`src/rtl/lpht_pkg.sv`:
```
package lpht_pkg;

  localparam int SLOTS_DEF = 16;

  localparam int MODE_W = 2;
  localparam int KEY_W  = 31;
  localparam int STAT_W = 2;
  localparam int SLOT_W = 4;
  localparam int OCC_W  = 5;

  typedef logic [MODE_W-1:0] mode_t;
  typedef logic [STAT_W-1:0] status_t;

  localparam mode_t MODE_INSERT = 2'd0;
  localparam mode_t MODE_SEARCH = 2'd1;
  localparam mode_t MODE_DELETE = 2'd2;

  localparam status_t ST_OK   = 2'd0;
  localparam status_t ST_FULL = 2'd1;
  localparam status_t ST_MISS = 2'd2;
  localparam status_t ST_BAD  = 2'd3;

endpackage

```
`src/rtl/lpht_ram.sv`:
```
module lpht_ram #(
  parameter int WIDTH = 31,
  parameter int DEPTH = 16
) (
  input  logic                     clk,
  input  logic                     we,
  input  logic [$clog2(DEPTH)-1:0] waddr,
  input  logic [WIDTH-1:0]         wdata,
  input  logic [$clog2(DEPTH)-1:0] raddr,
  output logic [WIDTH-1:0]         rdata
);

  logic [WIDTH-1:0] mem [DEPTH];
  logic [WIDTH-1:0] rdata_r;

  always_ff @(posedge clk) begin
    if (we) begin
      mem[waddr] <= wdata;
    end
    rdata_r <= mem[raddr];
  end

  assign rdata = rdata_r;

endmodule

```
`src/rtl/lpht_mod.sv`:
```
module lpht_mod #(
  parameter int SLOTS = lpht_pkg::SLOTS_DEF
) (
  input  logic                     clk,
  input  logic                     rst_n,
  input  logic                     start,
  input  logic [lpht_pkg::KEY_W-1:0] key,
  output logic                     done,
  output logic [$clog2(SLOTS)-1:0] rem
);
  import lpht_pkg::*;

  localparam int AW = $clog2(SLOTS);
  localparam int RW = 32;
  localparam int PW = KEY_W + RW;
  localparam int SH = KEY_W + AW;
  localparam longint unsigned RECIP = (64'd1 << SH) / SLOTS;
  localparam logic [RW-1:0] RECIP_W = RW'(RECIP);

  localparam logic [1:0] M_IDLE = 2'd0;
  localparam logic [1:0] M_MUL  = 2'd1;
  localparam logic [1:0] M_BACK = 2'd2;
  localparam logic [1:0] M_FIX  = 2'd3;

  logic [1:0]       stg_r, stg_nxt;
  logic             done_r, done_nxt;
  logic [KEY_W-1:0] key_r, key_nxt;
  logic [KEY_W-1:0] q_r, q_nxt;
  logic [KEY_W-1:0] qd_r, qd_nxt;
  logic [AW-1:0]    rem_r, rem_nxt;
  logic [PW-1:0]    prod;
  logic [KEY_W-1:0] diff;

  // reciprocal quotient estimate is low by at most one, so one subtract fixes it
  assign prod = PW'(key_r) * PW'(RECIP_W);
  assign diff = key_r - qd_r;

  always_comb begin
    stg_nxt  = stg_r;
    done_nxt = 1'b0;
    key_nxt  = key_r;
    q_nxt    = q_r;
    qd_nxt   = qd_r;
    rem_nxt  = rem_r;
    case (stg_r)
      M_IDLE: begin
        if (start) begin
          key_nxt = key;
          stg_nxt = M_MUL;
        end
      end
      M_MUL: begin
        q_nxt   = KEY_W'(prod >> SH);
        stg_nxt = M_BACK;
      end
      M_BACK: begin
        qd_nxt  = q_r * KEY_W'(SLOTS);
        stg_nxt = M_FIX;
      end
      M_FIX: begin
        rem_nxt  = (diff >= KEY_W'(SLOTS)) ? AW'(diff - KEY_W'(SLOTS)) : AW'(diff);
        done_nxt = 1'b1;
        stg_nxt  = M_IDLE;
      end
      default: begin
        stg_nxt = M_IDLE;
      end
    endcase
  end

  always_ff @(posedge clk) begin
    if (!rst_n) begin
      stg_r  <= M_IDLE;
      done_r <= 1'b0;
    end else begin
      stg_r  <= stg_nxt;
      done_r <= done_nxt;
    end
    key_r <= key_nxt;
    q_r   <= q_nxt;
    qd_r  <= qd_nxt;
    rem_r <= rem_nxt;
  end

  assign done = done_r;
  assign rem  = rem_r;

endmodule

```
`src/rtl/linear_probe_hash_table.sv`:
```
// flow: a rejected request (bad key or mode, full insert, miss on empty table) goes
//   straight to the result state S_FIN; a probing request passes through S_PROBE first,
//   after the home-slot reduction in S_MOD if SLOTS is not 2^n
// throughput: one request at a time; each probed slot takes one key-RAM read
//   and one shared compare
// reset: synchronous, active low; a clearing pass then writes every slot empty
//   before the first request is taken
module linear_probe_hash_table #(
  parameter int SLOTS = lpht_pkg::SLOTS_DEF
) (
  input  logic                         clk,
  input  logic                         rst_n,
  input  logic                         in_valid,
  output logic                         in_stall,
  input  logic [lpht_pkg::MODE_W-1:0]  in_mode,
  input  logic [lpht_pkg::KEY_W-1:0]   in_key,
  output logic                         out_valid,
  input  logic                         out_stall,
  output logic [lpht_pkg::STAT_W-1:0]  out_status,
  output logic [lpht_pkg::SLOT_W-1:0]  out_slot,
  output logic [lpht_pkg::OCC_W-1:0]   out_occupancy
);
  import lpht_pkg::*;

  localparam int  AW   = $clog2(SLOTS);
  localparam int  CNTW = $clog2(SLOTS + 1);
  localparam bit  POW2 = ((SLOTS & (SLOTS - 1)) == 0);

  localparam logic [2:0] S_CLEAR = 3'd0;
  localparam logic [2:0] S_IDLE  = 3'd1;
  localparam logic [2:0] S_MOD   = 3'd2;
  localparam logic [2:0] S_PROBE = 3'd3;
  localparam logic [2:0] S_FIN   = 3'd4;

  logic [2:0]       state_r, state_nxt;
  logic [AW-1:0]    clr_r, clr_nxt;
  mode_t            mode_r, mode_nxt;
  logic [KEY_W-1:0] key_r, key_nxt;
  logic [AW-1:0]    home_r, home_nxt;
  logic [AW-1:0]    paddr_r, paddr_nxt;
  logic             dir_r, dir_nxt;
  logic [CNTW-1:0]  issued_r, issued_nxt;
  logic             cmp_v_r, cmp_v_nxt;
  logic [AW-1:0]    caddr_r, caddr_nxt;
  logic [CNTW-1:0]  count_r, count_nxt;
  status_t          res_status_r, res_status_nxt;
  logic [AW-1:0]    res_slot_r, res_slot_nxt;

  logic             out_valid_r, out_valid_nxt;
  status_t          out_status_r, out_status_nxt;
  logic [SLOT_W-1:0] out_slot_r, out_slot_nxt;
  logic [OCC_W-1:0] out_occ_r, out_occ_nxt;

  logic             ram_we;
  logic [AW-1:0]    ram_waddr;
  logic [KEY_W-1:0] ram_wdata;
  logic [KEY_W-1:0] ram_rdata;
  logic             mod_start;
  logic             mod_done;
  logic [AW-1:0]    mod_rem;
  logic [KEY_W-1:0] want;
  logic             hit;
  logic             mode_ok;
  logic [AW+SLOT_W-1:0] slot_ext;
  logic [CNTW+OCC_W-1:0] occ_ext;

  lpht_ram #(
    .WIDTH (KEY_W),
    .DEPTH (SLOTS)
  ) u_keys (
    .clk   (clk),
    .we    (ram_we),
    .waddr (ram_waddr),
    .wdata (ram_wdata),
    .raddr (paddr_r),
    .rdata (ram_rdata)
  );

  lpht_mod #(
    .SLOTS (SLOTS)
  ) u_mod (
    .clk   (clk),
    .rst_n (rst_n),
    .start (mod_start),
    .key   (in_key),
    .done  (mod_done),
    .rem   (mod_rem)
  );

  // insert looks for an empty slot, the others for the key
  assign want     = (mode_r == MODE_INSERT) ? '0 : key_r;
  assign hit      = cmp_v_r && (ram_rdata == want);
  assign mode_ok  = (in_mode == MODE_INSERT) || (in_mode == MODE_SEARCH) ||
                    (in_mode == MODE_DELETE);
  assign slot_ext = {{SLOT_W{1'b0}}, res_slot_r};
  assign occ_ext  = {{OCC_W{1'b0}}, count_r};

  always_comb begin
    state_nxt      = state_r;
    clr_nxt        = clr_r;
    mode_nxt       = mode_r;
    key_nxt        = key_r;
    home_nxt       = home_r;
    paddr_nxt      = paddr_r;
    dir_nxt        = dir_r;
    issued_nxt     = issued_r;
    cmp_v_nxt      = cmp_v_r;
    caddr_nxt      = caddr_r;
    count_nxt      = count_r;
    res_status_nxt = res_status_r;
    res_slot_nxt   = res_slot_r;
    out_valid_nxt  = out_valid_r && out_stall;
    out_status_nxt = out_status_r;
    out_slot_nxt   = out_slot_r;
    out_occ_nxt    = out_occ_r;
    ram_we         = 1'b0;
    ram_waddr      = caddr_r;
    ram_wdata      = key_r;
    mod_start      = 1'b0;

    case (state_r)
      S_CLEAR: begin
        ram_we    = 1'b1;
        ram_waddr = clr_r;
        ram_wdata = '0;
        clr_nxt   = clr_r + AW'(1);
        if (clr_r == AW'(SLOTS - 1)) begin
          state_nxt = S_IDLE;
        end
      end
      S_IDLE: begin
        if (in_valid) begin
          mode_nxt     = in_mode;
          key_nxt      = in_key;
          res_slot_nxt = '0;
          paddr_nxt    = in_key[AW-1:0];
          home_nxt     = in_key[AW-1:0];
          dir_nxt      = 1'b0;
          issued_nxt   = '0;
          cmp_v_nxt    = 1'b0;
          if (in_key == '0 || !mode_ok) begin
            res_status_nxt = ST_BAD;
            state_nxt      = S_FIN;
          end else if (in_mode == MODE_INSERT && count_r == CNTW'(SLOTS)) begin
            res_status_nxt = ST_FULL;
            state_nxt      = S_FIN;
          end else if (in_mode != MODE_INSERT && count_r == '0) begin
            res_status_nxt = ST_MISS;
            state_nxt      = S_FIN;
          end else if (POW2) begin
            state_nxt = S_PROBE;
          end else begin
            mod_start = 1'b1;
            state_nxt = S_MOD;
          end
        end
      end
      S_MOD: begin
        if (mod_done) begin
          home_nxt  = mod_rem;
          paddr_nxt = mod_rem;
          state_nxt = S_PROBE;
        end
      end
      S_PROBE: begin
        if (hit) begin
          res_status_nxt = ST_OK;
          res_slot_nxt   = caddr_r;
          cmp_v_nxt      = 1'b0;
          state_nxt      = S_FIN;
          if (mode_r == MODE_INSERT) begin
            ram_we    = 1'b1;
            ram_wdata = key_r;
            count_nxt = count_r + CNTW'(1);
          end else if (mode_r == MODE_DELETE) begin
            ram_we    = 1'b1;
            ram_wdata = '0;
            count_nxt = count_r - CNTW'(1);
          end
        end else begin
          // last slot compared with no match
          if (cmp_v_r && issued_r == CNTW'(SLOTS)) begin
            res_status_nxt = (mode_r == MODE_INSERT) ? ST_FULL : ST_MISS;
            state_nxt      = S_FIN;
          end
          cmp_v_nxt = (issued_r != CNTW'(SLOTS));
          if (issued_r != CNTW'(SLOTS)) begin
            caddr_nxt  = paddr_r;
            issued_nxt = issued_r + CNTW'(1);
            // upward to the top slot, then down from just below home
            if (!dir_r) begin
              if (paddr_r == AW'(SLOTS - 1)) begin
                paddr_nxt = home_r - AW'(1);
                dir_nxt   = 1'b1;
              end else begin
                paddr_nxt = paddr_r + AW'(1);
              end
            end else begin
              paddr_nxt = paddr_r - AW'(1);
            end
          end
        end
      end
      S_FIN: begin
        if (!out_valid_r || !out_stall) begin
          out_valid_nxt  = 1'b1;
          out_status_nxt = res_status_r;
          out_slot_nxt   = slot_ext[SLOT_W-1:0];
          out_occ_nxt    = occ_ext[OCC_W-1:0];
          state_nxt      = S_IDLE;
        end
      end
      default: begin
        state_nxt = S_IDLE;
      end
    endcase
  end

  always_ff @(posedge clk) begin
    if (!rst_n) begin
      state_r     <= S_CLEAR;
      clr_r       <= '0;
      count_r     <= '0;
      cmp_v_r     <= 1'b0;
      issued_r    <= '0;
      dir_r       <= 1'b0;
      out_valid_r <= 1'b0;
    end else begin
      state_r     <= state_nxt;
      clr_r       <= clr_nxt;
      count_r     <= count_nxt;
      cmp_v_r     <= cmp_v_nxt;
      issued_r    <= issued_nxt;
      dir_r       <= dir_nxt;
      out_valid_r <= out_valid_nxt;
    end
    mode_r       <= mode_nxt;
    key_r        <= key_nxt;
    home_r       <= home_nxt;
    paddr_r      <= paddr_nxt;
    caddr_r      <= caddr_nxt;
    res_status_r <= res_status_nxt;
    res_slot_r   <= res_slot_nxt;
    out_status_r <= out_status_nxt;
    out_slot_r   <= out_slot_nxt;
    out_occ_r    <= out_occ_nxt;
  end

  assign in_stall      = (state_r != S_IDLE);
  assign out_valid     = out_valid_r;
  assign out_status    = out_status_r;
  assign out_slot      = out_slot_r;
  assign out_occupancy = out_occ_r;

endmodule

```
`config.mk`:
```
export PLATFORM = sky130hd
export DESIGN_NAME = linear_probe_hash_table
export DESIGN_NICKNAME = d
export VERILOG_FILES = /design/src/rtl/lpht_pkg.sv /design/src/rtl/lpht_ram.sv /design/src/rtl/lpht_mod.sv /design/src/rtl/linear_probe_hash_table.sv
export SDC_FILE = /design/constraint.sdc
export NUM_CORES = 1
export LEC_CHECK = 0
export BUFFER_PORTS_ARGS = -buffer_cell sky130_fd_sc_hd__buf_2
export CAP_MARGIN = 10
export CORE_UTILIZATION = 24
export DETAILED_ROUTE_END_ITERATION = 7
export GPL_TIMING_DRIVEN = 0
export SETUP_SLACK_MARGIN = 0.02
export SYNTH_ARGS = -nofsm -noshare
export SYNTH_HDL_FRONTEND = slang
export SYNTH_HIERARCHICAL = 1
export SYNTH_SLANG_ARGS = --single-unit
```
`constraint.sdc`:
```
create_clock -name clk -period 10.5 [get_ports clk]
set_clock_uncertainty 0.05 [all_clocks]
set_input_delay 0.525 -clock clk [delete_from_list [all_inputs] [get_ports clk]]
set_output_delay 0.525 -clock clk [all_outputs]
set_load 0.1 [all_outputs]
```
==> results.md <==
- Setup_tns: 0 ns
- Fill count: 9,748
- Minimum clock period: 5.59 ns
- Crit Path Class: register to register
- Max Slew Vio Count: 0
- DP Worst Slack: 5.12 ns
- Part of the power in the clock network: 31.1%
- Share of cells above drive strength 1: 22.8%
- Status: finished clean
- Area of the multi-input gates: 5840 µm²
- Worst VDD drop: 0.000149 V
- Final worst path period share: 53.3%
- Library cells used by synthesis: 61
- Warnings, synthesis: 6
- Critical path fanouts, max: 10
- Starting DRT DRC Count: 1,521
- Vias in the first global route: 13,100
- Crit end category: register
- MaxCap Viol Count: 0
- Main area contributors after synthesis: edfxtp_1, mux4_2, dfxtp_1
- Gate count after technology mapping: 1,289
- Worst path max stage delay: 0.87 ns
- Number of CTS-inserted buffers: 61
- Gp weighted congestion: 0.882
- Final hold viol count: 0
- Startpoint types: register
- Synth top area share: 70.3%
- Syn avg cell area: 18.8 µm²
- Core area: 100,000 µm²
- CP arrival: 5.89 ns
- Die Y: 319 µm
- CTS tree: yes
- Reg area: 18,100 µm²
- Site row count: 116
- IO Port Bufs: 49
- Clk slew on worst S/H paths: 0.06 ns
- Cells after DPL: 2,670
- Non-filler cells, final: 2,792
- Layout net count: 1,494
- Worst slew pin tran: 1.15 ns
- Static leakage: 9.39 nW
- Cell taking the most area after synthesis: edfxtp_1
- Setup ws final: 4.91 ns
- Global-route wire length before repair: 89.2 mm
- Clock Latency Late Sink: 0.66 ns
- Clk sink count: 620
- Comb pwr share: 20.5%
- Post-DRT Antenna Nets: 0
- Part of the Yosys area used for sequential elements: 74.7%
- Mapped Area: 24,200 µm²
- Vias per cell: 4.69
- Switching Fraction: 28.4%
- Area delta synth->final: 19.3%
- Post-route cell area: 28,900 µm²
- Flop pwr share: 48.4%
- IO Pins: 50
- Die area: 102,000 µm²
- Placed cell area: 26,800 µm²
- CTS HTree Levels: 2
- Most frequent cells after synthesis: edfxtp_1, mux4_2, nand2_1
- DR pass1 iterations: 5
- Slowest CP cell: nor3_2
- Psw: 0.00200 W
- Drt wl/cell: 22.0 µm
- Power Dens Cells: 244 nW/µm²
- Most frequent cell after synthesis: edfxtp_1
- Initial core utilization: 24.2%
- Flops & latches, synth: 620
- Initial antenna violation count: 5
- Crit-path cells: nor2_1 > buf_2 > nor2_1 > o32ai_1 > o2111ai_1 > nor4_4 > nand3_1 > nand2_1 > nand3b_1 > nor3_2 > buf_6 > buf_6
- Final setup vio count: 0
- Detailed Place HPWL: 41.4 mm
- Gr usage total: 11.9%
- RSZ-0062 raised after global routing: false
- Pint: 0.00505 W
- Grt total ovfl: 0
- Min-Delay Path Class: primary input to register
- Deepest clock path buffer count: 3
- F_max: 179 MHz
- Number of synthesized flops with an enable pin: 566
- Root Buffer: clkbuf_16
- Final Power: 0.00705 W
- Slew headroom: 22.5%
- Post-route DRC violation count: 0
- Critical Path RT: 10.80 ns
- Detailed-route via count: 13,100
- Drt total wl: 61.3 mm
- Die X: 319 µm
- Async SR Flop Fraction: 0%
- Largest net degree at the start of global routing: 21
- Ys flop type: edfxtp_1
[registers in the layout, indices dropped and copies added, names as in the netlist, 5 cells and up]
signal and flops:
issued_r 5, key_r 31, u_keys/rdata 31, count_r 5, out_occupancy 5, u_keys/mem 496
[repair_timing]
item                      CTS  global route
hold endpoints to repair    7             0
setup buffers               0             0
hold buffers                7             0
gates resized for setup     0             0
[worst max-delay path, delay by kind of cell, from the launching register on]
kind	cells	cell delay, ns
and+or+nand+nor	7	2.79
DFF	1	0.53
AOI/OAI and AO/OA	2	1.15
buffers and inverters	3	0.76
[per-stage QoR]
step	hold slack (ns)	util (%)
2_1_floorplan	0.350	-
3_3_place_gp	0.353	26.1
5_1_grt	0.0108	28.9
6_report	0.0265	28.9
3_5_place_dp	0.355	26.8
4_1_cts	0.00342	28.9
[cell type report]
class,count,area share (%)
antenna,1,0.00867
buffer,54,0.958
clock buffer,88,5.92
clock inverter,26,1.15
inverter,29,0.377
multi-input combinational,587,20.2
sequential,620,62.6
tap,1298,5.63
timing repair buffer,89,3.11
[worst paths after layout]
kind / depth (start not counted) / slack, ns / from / endpoint
hold reg to reg: 0 / 0.37 / res_status_r[1] / out_status[1]
hold / removal: 1 / 0.03 / in_key[13] / key_r[13]
setup / recovery: 12 / 4.91 / mode_r[1] / u_keys/mem[4][26]
setup reg to reg: 12 / 4.91 / mode_r[1] / u_keys/mem[4][26]
[layout by cell type (no fill, tap or decap), types with 9 or more instances in the layout]
cell,n
edfxtp_1,566
mux4_2,124
nand2_1,76
a22oi_1,64
buf_2,63
clkbuf_16,61
dfxtp_1,54
clkbuf_1,49
nor2_1,42
and2_1,39
inv_1,29
buf_6,23
o21ai_0,19
nor4_1,17
nand3_1,16
a21oi_1,14
ha_1,14
xnor2_1,13
nor2_4,12
clkinv_1,11
buf_16,10
nand4_1,9
nor2b_1,9
mux2i_1,9
[power groups by stage]
stage          Sequential, W  Combinational, W  Clock (W)
6_report             0.00341           0.00144    0.00219
2_1_floorplan        0.00343          0.000807          0
4_1_cts              0.00341           0.00144    0.00223
3_5_place_dp         0.00346           0.00144          0
3_3_place_gp         0.00350           0.00124          0
5_1_grt              0.00344           0.00154    0.00232
[layer usage]
| metal | GRT usage [%] | up-vias | wire, µm |
|---|---|---|---|
| met1 | 17.0 | 6839 | 26900 |
| met2 | 18.4 | 613 | 27600 |
| met3 | 2.34 | 104 | 5390 |
| met5 | 0 | - | 35 |
| li1 | - | 5533 | - |
| met4 | 3.33 | 6 | 1330 |
[kinds of logic (layout without fill, tap and decap cells)]
family | Yosys count | after routing | share of synthesized area, %
flops | 620 | 620 | 74.7
simple gates | 268 | 268 | 5.76
compound gates | 146 | 146 | 4.29
mux | 138 | 138 | 12.2
buf+inv | 83 | 286 | 1.59
xor+xnor | 18 | 18 | 0.652
fa+ha+maj | 15 | 15 | 0.807
other cells | 1 | 3 | 0.0155
(Power assumes the default switching activity.)
